===== src/sv/pmcq_pkg.sv =====
// ----------------------------------------------------------------------------
// Partitioned multi-class queue package
// Codes, stream field layout and the command and status types that the
// controller and datapath exchange.
// ----------------------------------------------------------------------------
package pmcq_pkg;

    localparam int MAX_CLASSES = 3;
    localparam int CLASS_W     = 2;
    localparam int WORD_W      = 32;
    localparam int FILL_W      = 4;
    localparam int TOTAL_W     = 5;

    localparam int S_TDATA_W = 2 * WORD_W;
    localparam int S_TUSER_W = 2 + CLASS_W;
    localparam int M_TDATA_W = 80;
    localparam int M_TUSER_W = 2;

    typedef enum logic [1:0] {
        MODE_PUSH  = 2'd0,
        MODE_POP   = 2'd1,
        MODE_CLEAR = 2'd2,
        MODE_PEEK  = 2'd3
    } mode_t;

    typedef enum logic [1:0] {
        STAT_OK    = 2'd0,
        STAT_UNDEF = 2'd1,
        STAT_FULL  = 2'd2,
        STAT_EMPTY = 2'd3
    } status_t;

    typedef struct packed {
        logic capture;
        logic execute;
        logic load_out;
    } pmcq_cmd_t;

    typedef struct packed {
        logic out_free;
    } pmcq_stat_t;

endpackage


===== src/sv/partitioned_multi_class_queue_unit.sv =====
// Each accepted item passes capture, update plus store access, then result
// load into the output register on the m_ side. Items are taken one at a
// time: no new item is accepted before the previous result load.
// A stalled result holds back the next item only at its result load.
// Reset puts every class pointer at its region base and zeroes all counts;
// entry store contents are undefined until written.
// ----------------------------------------------------------------------------
// Partitioned multi-class queue unit
// Shared entry store split into one circular queue region per message class.
// ----------------------------------------------------------------------------
module partitioned_multi_class_queue_unit
    import pmcq_pkg::*;
#(
    parameter int NUM_CLASSES  = 3,
    parameter int CLASS0_DEPTH = 4,
    parameter int CLASS1_DEPTH = 4,
    parameter int CLASS2_DEPTH = 8
) (
    input  logic                 aclk,
    input  logic                 aresetn,
    input  logic                 s_tvalid,
    output logic                 s_tready,
    // handle[31:0], byte_count[63:32]
    input  logic [S_TDATA_W-1:0] s_tdata,
    // mode[1:0], class_id[3:2]
    input  logic [S_TUSER_W-1:0] s_tuser,
    output logic                 m_tvalid,
    input  logic                 m_tready,
    // handle_out[31:0], byte_count_out[63:32], class_fill[67:64],
    // total_fill[72:68], zero padding[79:73]
    output logic [M_TDATA_W-1:0] m_tdata,
    // status[1:0]
    output logic [M_TUSER_W-1:0] m_tuser
);

    pmcq_cmd_t  cmd;
    pmcq_stat_t stat;

    pmcq_ctrl u_ctrl (
        .aclk     (aclk),
        .aresetn  (aresetn),
        .s_tvalid (s_tvalid),
        .s_tready (s_tready),
        .stat     (stat),
        .cmd      (cmd)
    );

    pmcq_dp #(
        .NUM_CLASSES  (NUM_CLASSES),
        .CLASS0_DEPTH (CLASS0_DEPTH),
        .CLASS1_DEPTH (CLASS1_DEPTH),
        .CLASS2_DEPTH (CLASS2_DEPTH)
    ) u_dp (
        .aclk     (aclk),
        .aresetn  (aresetn),
        .cmd      (cmd),
        .stat     (stat),
        .s_tdata  (s_tdata),
        .s_tuser  (s_tuser),
        .m_tvalid (m_tvalid),
        .m_tready (m_tready),
        .m_tdata  (m_tdata),
        .m_tuser  (m_tuser)
    );

`ifndef SYNTHESIS
    a_one_in_flight: assert property (@(posedge aclk) disable iff (!aresetn)
        (s_tvalid && s_tready) |=> !s_tready)
        else $error("item accepted while another is in flight");

    a_cmd_exclusive: assert property (@(posedge aclk) disable iff (!aresetn)
        $onehot0({cmd.capture, cmd.execute, cmd.load_out}))
        else $error("controller issued overlapping commands");

    a_load_shows: assert property (@(posedge aclk) disable iff (!aresetn)
        cmd.load_out |=> m_tvalid)
        else $error("loaded result not presented");

    a_exec_follows: assert property (@(posedge aclk) disable iff (!aresetn)
        (s_tvalid && s_tready) |=> cmd.execute)
        else $error("accepted item was not executed");
`endif

endmodule


===== src/sv/pmcq_ctrl.sv =====
// ----------------------------------------------------------------------------
// Partitioned multi-class queue controller
// Sequences one item through capture, execute and result load.
// ----------------------------------------------------------------------------
module pmcq_ctrl
    import pmcq_pkg::*;
(
    input  logic       aclk,
    input  logic       aresetn,
    input  logic       s_tvalid,
    output logic       s_tready,
    input  pmcq_stat_t stat,
    output pmcq_cmd_t  cmd
);

    typedef enum logic [1:0] {
        ST_IDLE,
        ST_EXEC,
        ST_LOAD
    } state_t;

    state_t state_reg;
    logic   ready_reg;
    logic   exec_reg;

    always_ff @(posedge aclk) begin
        if (!aresetn) begin
            state_reg <= ST_IDLE;
            ready_reg <= 1'b1;
            exec_reg  <= 1'b0;
        end else begin
            case (state_reg)
                ST_IDLE: begin
                    if (s_tvalid) begin
                        state_reg <= ST_EXEC;
                        ready_reg <= 1'b0;
                        exec_reg  <= 1'b1;
                    end
                end
                ST_EXEC: begin
                    exec_reg  <= 1'b0;
                    state_reg <= ST_LOAD;
                end
                ST_LOAD: begin
                    if (stat.out_free) begin
                        state_reg <= ST_IDLE;
                        ready_reg <= 1'b1;
                    end
                end
                default: begin
                    state_reg <= ST_IDLE;
                    ready_reg <= 1'b1;
                    exec_reg  <= 1'b0;
                end
            endcase
        end
    end

    assign s_tready     = ready_reg;
    assign cmd.capture  = s_tvalid && ready_reg;
    assign cmd.execute  = exec_reg;
    assign cmd.load_out = (state_reg == ST_LOAD) && stat.out_free;

endmodule


===== src/sv/pmcq_dp.sv =====
// ----------------------------------------------------------------------------
// Partitioned multi-class queue datapath
// Per-class pointers and counts, the shared entry store and the result register.
// ----------------------------------------------------------------------------
module pmcq_dp
    import pmcq_pkg::*;
#(
    parameter int NUM_CLASSES  = 3,
    parameter int CLASS0_DEPTH = 4,
    parameter int CLASS1_DEPTH = 4,
    parameter int CLASS2_DEPTH = 8
) (
    input  logic                 aclk,
    input  logic                 aresetn,
    input  pmcq_cmd_t            cmd,
    output pmcq_stat_t           stat,
    input  logic [S_TDATA_W-1:0] s_tdata,
    input  logic [S_TUSER_W-1:0] s_tuser,
    output logic                 m_tvalid,
    input  logic                 m_tready,
    output logic [M_TDATA_W-1:0] m_tdata,
    output logic [M_TUSER_W-1:0] m_tuser
);

    localparam int STORE_DEPTH = CLASS0_DEPTH + CLASS1_DEPTH + CLASS2_DEPTH;
    localparam int AW          = $clog2(STORE_DEPTH);
    localparam int MAXD01      = (CLASS0_DEPTH > CLASS1_DEPTH) ? CLASS0_DEPTH : CLASS1_DEPTH;
    localparam int MAXD        = (MAXD01 > CLASS2_DEPTH) ? MAXD01 : CLASS2_DEPTH;
    localparam int CW          = $clog2(MAXD + 1);
    localparam int TW          = $clog2(STORE_DEPTH + 1);
    localparam int NUM_DEF     = (NUM_CLASSES < MAX_CLASSES) ? NUM_CLASSES : MAX_CLASSES;
    localparam int ENTRY_W     = 2 * WORD_W;

    function automatic logic [AW-1:0] base_of(input logic [CLASS_W-1:0] c);
        case (c)
            CLASS_W'(0): base_of = '0;
            CLASS_W'(1): base_of = AW'(CLASS0_DEPTH);
            default:     base_of = AW'(CLASS0_DEPTH + CLASS1_DEPTH);
        endcase
    endfunction

    function automatic logic [AW-1:0] last_of(input logic [CLASS_W-1:0] c);
        case (c)
            CLASS_W'(0): last_of = AW'(CLASS0_DEPTH - 1);
            CLASS_W'(1): last_of = AW'(CLASS0_DEPTH + CLASS1_DEPTH - 1);
            default:     last_of = AW'(STORE_DEPTH - 1);
        endcase
    endfunction

    function automatic logic [CW-1:0] depth_of(input logic [CLASS_W-1:0] c);
        case (c)
            CLASS_W'(0): depth_of = CW'(CLASS0_DEPTH);
            CLASS_W'(1): depth_of = CW'(CLASS1_DEPTH);
            default:     depth_of = CW'(CLASS2_DEPTH);
        endcase
    endfunction

    mode_t              mode_reg;
    logic [CLASS_W-1:0] cls_reg;
    logic [WORD_W-1:0]  handle_reg;
    logic [WORD_W-1:0]  bytes_reg;

    logic [AW-1:0] head_reg [MAX_CLASSES];
    logic [AW-1:0] head_next [MAX_CLASSES];
    logic [AW-1:0] tail_reg [MAX_CLASSES];
    logic [AW-1:0] tail_next [MAX_CLASSES];
    logic [CW-1:0] cnt_reg [MAX_CLASSES];
    logic [CW-1:0] cnt_next [MAX_CLASSES];
    logic [TW-1:0] total_reg;
    logic [TW-1:0] total_next;

    logic [ENTRY_W-1:0] store [STORE_DEPTH];
    logic [ENTRY_W-1:0] rd_data_reg;

    status_t       res_status_reg;
    status_t       res_status_next;
    logic [CW-1:0] res_fill_reg;
    logic [CW-1:0] res_fill_next;
    logic [TW-1:0] res_total_reg;
    logic          pop_ok_reg;
    logic          pop_ok_next;
    logic          wr_en;

    logic               cls_def;
    logic [CLASS_W-1:0] cidx;
    logic [CW-1:0]      cnt_cur;
    logic [AW-1:0]      head_cur;
    logic [AW-1:0]      tail_cur;

    logic                 out_valid_reg;
    logic [M_TDATA_W-1:0] out_data_reg;
    status_t              out_status_reg;

    assign cls_def  = (cls_reg < CLASS_W'(NUM_DEF));
    assign cidx     = cls_def ? cls_reg : '0;
    assign cnt_cur  = cnt_reg[cidx];
    assign head_cur = head_reg[cidx];
    assign tail_cur = tail_reg[cidx];

    always_comb begin
        head_next       = head_reg;
        tail_next       = tail_reg;
        cnt_next        = cnt_reg;
        total_next      = total_reg;
        res_status_next = STAT_OK;
        res_fill_next   = '0;
        pop_ok_next     = 1'b0;
        wr_en           = 1'b0;
        case (mode_reg)
            MODE_CLEAR: begin
                for (int c = 0; c < MAX_CLASSES; c++) begin
                    head_next[c] = base_of(CLASS_W'(c));
                    tail_next[c] = base_of(CLASS_W'(c));
                    cnt_next[c]  = '0;
                end
                total_next = '0;
            end
            MODE_PUSH: begin
                if (!cls_def) begin
                    res_status_next = STAT_UNDEF;
                end else if (cnt_cur >= depth_of(cidx)) begin
                    res_status_next = STAT_FULL;
                    res_fill_next   = cnt_cur;
                end else begin
                    wr_en           = 1'b1;
                    head_next[cidx] = (head_cur == last_of(cidx)) ? base_of(cidx)
                                                                  : head_cur + AW'(1);
                    cnt_next[cidx]  = cnt_cur + CW'(1);
                    total_next      = total_reg + TW'(1);
                    res_fill_next   = cnt_cur + CW'(1);
                end
            end
            MODE_POP: begin
                if (!cls_def) begin
                    res_status_next = STAT_UNDEF;
                end else if (cnt_cur == '0) begin
                    res_status_next = STAT_EMPTY;
                end else begin
                    pop_ok_next     = 1'b1;
                    tail_next[cidx] = (tail_cur == last_of(cidx)) ? base_of(cidx)
                                                                  : tail_cur + AW'(1);
                    cnt_next[cidx]  = cnt_cur - CW'(1);
                    total_next      = total_reg - TW'(1);
                    res_fill_next   = cnt_cur - CW'(1);
                end
            end
            default: begin
                res_fill_next = cls_def ? cnt_cur : '0;
            end
        endcase
    end

    always_ff @(posedge aclk) begin
        if (cmd.capture) begin
            mode_reg   <= mode_t'(s_tuser[1:0]);
            cls_reg    <= s_tuser[3:2];
            handle_reg <= s_tdata[WORD_W-1:0];
            bytes_reg  <= s_tdata[2*WORD_W-1:WORD_W];
        end
        if (cmd.execute) begin
            res_status_reg <= res_status_next;
            res_fill_reg   <= res_fill_next;
            res_total_reg  <= total_next;
            pop_ok_reg     <= pop_ok_next;
        end
    end

    always_ff @(posedge aclk) begin
        if (!aresetn) begin
            for (int c = 0; c < MAX_CLASSES; c++) begin
                head_reg[c] <= base_of(CLASS_W'(c));
                tail_reg[c] <= base_of(CLASS_W'(c));
                cnt_reg[c]  <= '0;
            end
            total_reg <= '0;
        end else if (cmd.execute) begin
            head_reg  <= head_next;
            tail_reg  <= tail_next;
            cnt_reg   <= cnt_next;
            total_reg <= total_next;
        end
    end

    always_ff @(posedge aclk) begin
        if (cmd.execute && wr_en) begin
            store[head_cur] <= {bytes_reg, handle_reg};
        end
        if (cmd.execute && pop_ok_next) begin
            rd_data_reg <= store[tail_cur];
        end
    end

    always_ff @(posedge aclk) begin
        if (!aresetn) begin
            out_valid_reg <= 1'b0;
        end else if (cmd.load_out) begin
            out_valid_reg <= 1'b1;
        end else if (m_tready) begin
            out_valid_reg <= 1'b0;
        end
    end

    always_ff @(posedge aclk) begin
        if (cmd.load_out) begin
            out_status_reg <= res_status_reg;
            out_data_reg   <= {M_TDATA_W'(TOTAL_W'(res_total_reg)) << (ENTRY_W + FILL_W)}
                            | {M_TDATA_W'(FILL_W'(res_fill_reg)) << ENTRY_W}
                            | M_TDATA_W'(pop_ok_reg ? rd_data_reg : '0);
        end
    end

    assign stat.out_free  = !out_valid_reg || m_tready;
    assign m_tvalid       = out_valid_reg;
    assign m_tdata        = out_data_reg;
    assign m_tuser        = out_status_reg;

endmodule


===== config.mk =====
export PLATFORM = sky130hd
export DESIGN_NAME = partitioned_multi_class_queue_unit
export DESIGN_NICKNAME = d
export VERILOG_FILES = /design/src/sv/pmcq_pkg.sv /design/src/sv/partitioned_multi_class_queue_unit.sv /design/src/sv/pmcq_ctrl.sv /design/src/sv/pmcq_dp.sv
export SDC_FILE = /design/constraint.sdc
export NUM_CORES = 2
export LEC_CHECK = 0
export ABC_CLOCK_PERIOD_IN_PS = 12300
export BUFFER_PORTS_ARGS = -buffer_cell sky130_fd_sc_hd__clkbuf_2
export CORE_MARGIN = 2
export CORE_UTILIZATION = 45
export CTS_CLUSTER_SIZE = 10
export DETAILED_ROUTE_END_ITERATION = 12
export GPL_ROUTABILITY_DRIVEN = 0
export PLACE_DENSITY = 0.61
export RECOVER_POWER = 50
export SYNTH_ARGS = -nofsm -noshare
export SYNTH_HDL_FRONTEND = slang
export SYNTH_SLANG_ARGS = --single-unit

===== constraint.sdc =====
create_clock -name aclk -period 12.3 [get_ports aclk]
set_input_delay 1.845 -clock aclk [delete_from_list [all_inputs] [get_ports aclk]]
set_output_delay 1.845 -clock aclk [all_outputs]
set_load 0.05 [all_outputs]

==> reports/results.tsv <==
metric	value	unit
outcome	finished with violations	
failing checks	max-capacitance violations, max-slew violations	
clk sinks	1289	
synthesized area per cell	19.3	um2
register area share after synthesis	76.5	%
critical path's most frequent cell	clkbuf_1	
post-synthesis xor/xnor area fraction	0.105	%
share of the synthesized area in the top cell type	74.6	%
crit path max fanout	38	
detailed-route via count	25400	
die height	337	um
Max Clock Freq	145	MHz
CP max stage cell	and2_0	
Worst-path clk slew	50	ps
critical path's largest stage delay	2730	ps
Finished Cell Area	56300	um2
WP data arrival	7150	ps
Primary FF master, synth	edfxtp_1	
Cell Pwr Density	162	nW/um2
max reg flops	1024	
Via-to-Cell Ratio	5.86	
Synth Register Bits	1289	
hold buffer count at cts	0	
Crit path max-delay family	simple AND/OR/NAND/NOR gates	
leak pwr	17.4	nW
Clock Tree Root	clkbuf_16	
Mapped Area	50000	um2
Initial Util	45.3	%
layout cell share with drive strength beyond 1	18.3	%
Longest Clk Path Bufs	3	
die width	337	um
adder-cell share of the synthesized area	0.425	%
Routed Antenna Nets	0	
Slew @ Worst Pin	3810	ps
Post CTS Setup Buffer Count	0	
Cell variety after synth	83	
Final Hold Fails	0	
slew margin rel.	-154	%
Setup Viol. Count Final	0	
DIE AREA	114000	um2
CP bufs+invs	2	
max cap viols	8	
Clock Skews	30.5	ps
initial antenna violation count	7	
final worst path period share	55.9	%
Area after DPL	52200	um2
GR Util All Layers	20.3	%
post-CTS resize count	0	
setup ws final	5420	ps
largest net degree at the start of global routing	209	
port bufs	148	
first-pass GRT wire length	168	mm
Final nets	2880	
Layout area overhead	12.7	%
critical path, cell by cell	clkbuf_1 > and2_0 > clkbuf_1	
1st-iter DRT viols	2479	
unrepaired setup endpoints after global routing	no	
synth top area cells	edfxtp_1, mux4_2, mux2i_1	
post-synthesis compound-gate area fraction	6.40	%
DR pass1 iterations	6	
cell taking the most area after synthesis	edfxtp_1	
Max Slew Vio Count	234	
vias in the first global route	25900	
Peak VDD IR	127	uV
Place WS	6920	ps
remaining global-route overflow	0	
count leader, synth	edfxtp_1	
Post-Synth Simple-Gate Area	3.28	%
DRC viols	0	
CTS tree	yes	
mux cell area share after synthesis	11.3	%
Ports	156	
crit path kind	primary input to register	
setup TNS	0	ps
Core ar.	111000	um2
clk_lat worst skew	760	ps
num rows	122	
Tmin final	6880	ps
CP startpoint kind	primary input	
diode count	0	
placed wire-length estimate	57.8	mm
Crit. End Element	register	
Synth top cells by count	edfxtp_1, mux2i_1, mux4_2	
Yosys warnings	0	
cells after synthesis	2590	
EDFF count, synth	1243	
DR WL/cell	26.5	um
Worst Hold Class	register to register	
DRT Wirelength	115	mm
post-synthesis async set-or-reset flop share	0	%
largest family of logic cells by synthesized area	multiplexers	
number of CTS-inserted buffers	150	
Worst EP required	12570	ps
H-Tree Depth	4	
metal layers:
| metal | track usage (%) | share of wire, % | up-vias |
|---|---|---|---|
| li1 | - | - | 11000 |
| met1 | 28.1 | 42 | 13200 |
| met2 | 32.6 | 48 | 1022 |
| met3 | 3.96 | 7.0 | 184 |
| met4 | 6.48 | 2.3 | 0 |
| met5 | 0 | 0 | - |
path summary, 6_finish.rpt:
check,slack (ps),startpoint,end,cells after the start
setup / recovery,5420,s_tvalid,u_dp.handle_reg[5]$_DFFE_PP_,3
hold reg to reg,420,u_dp.res_total_reg[2]$_DFFE_PP_,u_dp.m_tdata[70]$_DFFE_PP_,0
hold / removal,420,u_dp.res_total_reg[2]$_DFFE_PP_,u_dp.m_tdata[70]$_DFFE_PP_,0
setup reg to reg,6280,u_dp.cls_reg[1]$_DFFE_PP_,u_dp.rd_data_reg[32]$_DFFE_PP_,9
per-stage QoR:
stage               hold slack [ps]  power, mW  util (%)  cells
finish                          420       9.11      51.0   4325
global route                    427       9.40      51.0   4325
CTS                             422       9.21      51.1   4325
detailed placement              408       5.28      47.3   4127
global placement                418       5.27      47.3   4127
floorplan                       400       5.16         -   2596
logic make-up after synthesis:
kind of cell / count (synthesis)
xor gates and xnor gates: 6
AOI/OAI and AO/OA: 389
DFF: 1289
other: 1
and+or+nand+nor: 310
buffers and inverters: 176
muxes: 402
adders and majority gates: 17
where the power goes:
group / leakage [nW] / switching [mW] / total [mW] / internal [mW]
Combinational: 3.75 / 0.188 / 0.263 / 0.0746
Clock: 2.05 / 1.64 / 3.92 / 2.29
Sequential: 11.6 / 0.0575 / 4.92 / 4.87
cells in the final DEF, fill, tap and decap left out, types with 15 or more instances in the layout:
cell / synthesis / final
edfxtp_1: 1243 / 1243
mux2i_1: 269 / 269
clkbuf_16: 0 / 153
mux4_2: 128 / 128
clkbuf_2: 0 / 108
a221oi_1: 94 / 94
nor2_1: 94 / 92
clkbuf_1: 66 / 71
o21ai_1: 66 / 66
a22oi_1: 65 / 65
and2_0: 0 / 57
dfxtp_1: 46 / 46
buf_4: 29 / 40
nand2_1: 36 / 36
a221oi_2: 33 / 33
inv_1: 24 / 24
nand3_1: 22 / 22
o21ai_0: 20 / 21
ha_1: 17 / 17
and2_4: 0 / 16
a21oi_1: 16 / 15
final cells by class:
type / instances / area [um2]
Clock buffer: 179 / 3940
Timing Repair Buffer: 194 / 1010
Tap cell: 1488 / 1860
Sequential cell: 1289 / 38200
Fill cell: 8927 / 54200
Clock inverter: 19 / 292
Inverter: 25 / 120
Multi-Input combinational cell: 1131 / 10900
Power figures use the tool's default switching activity.
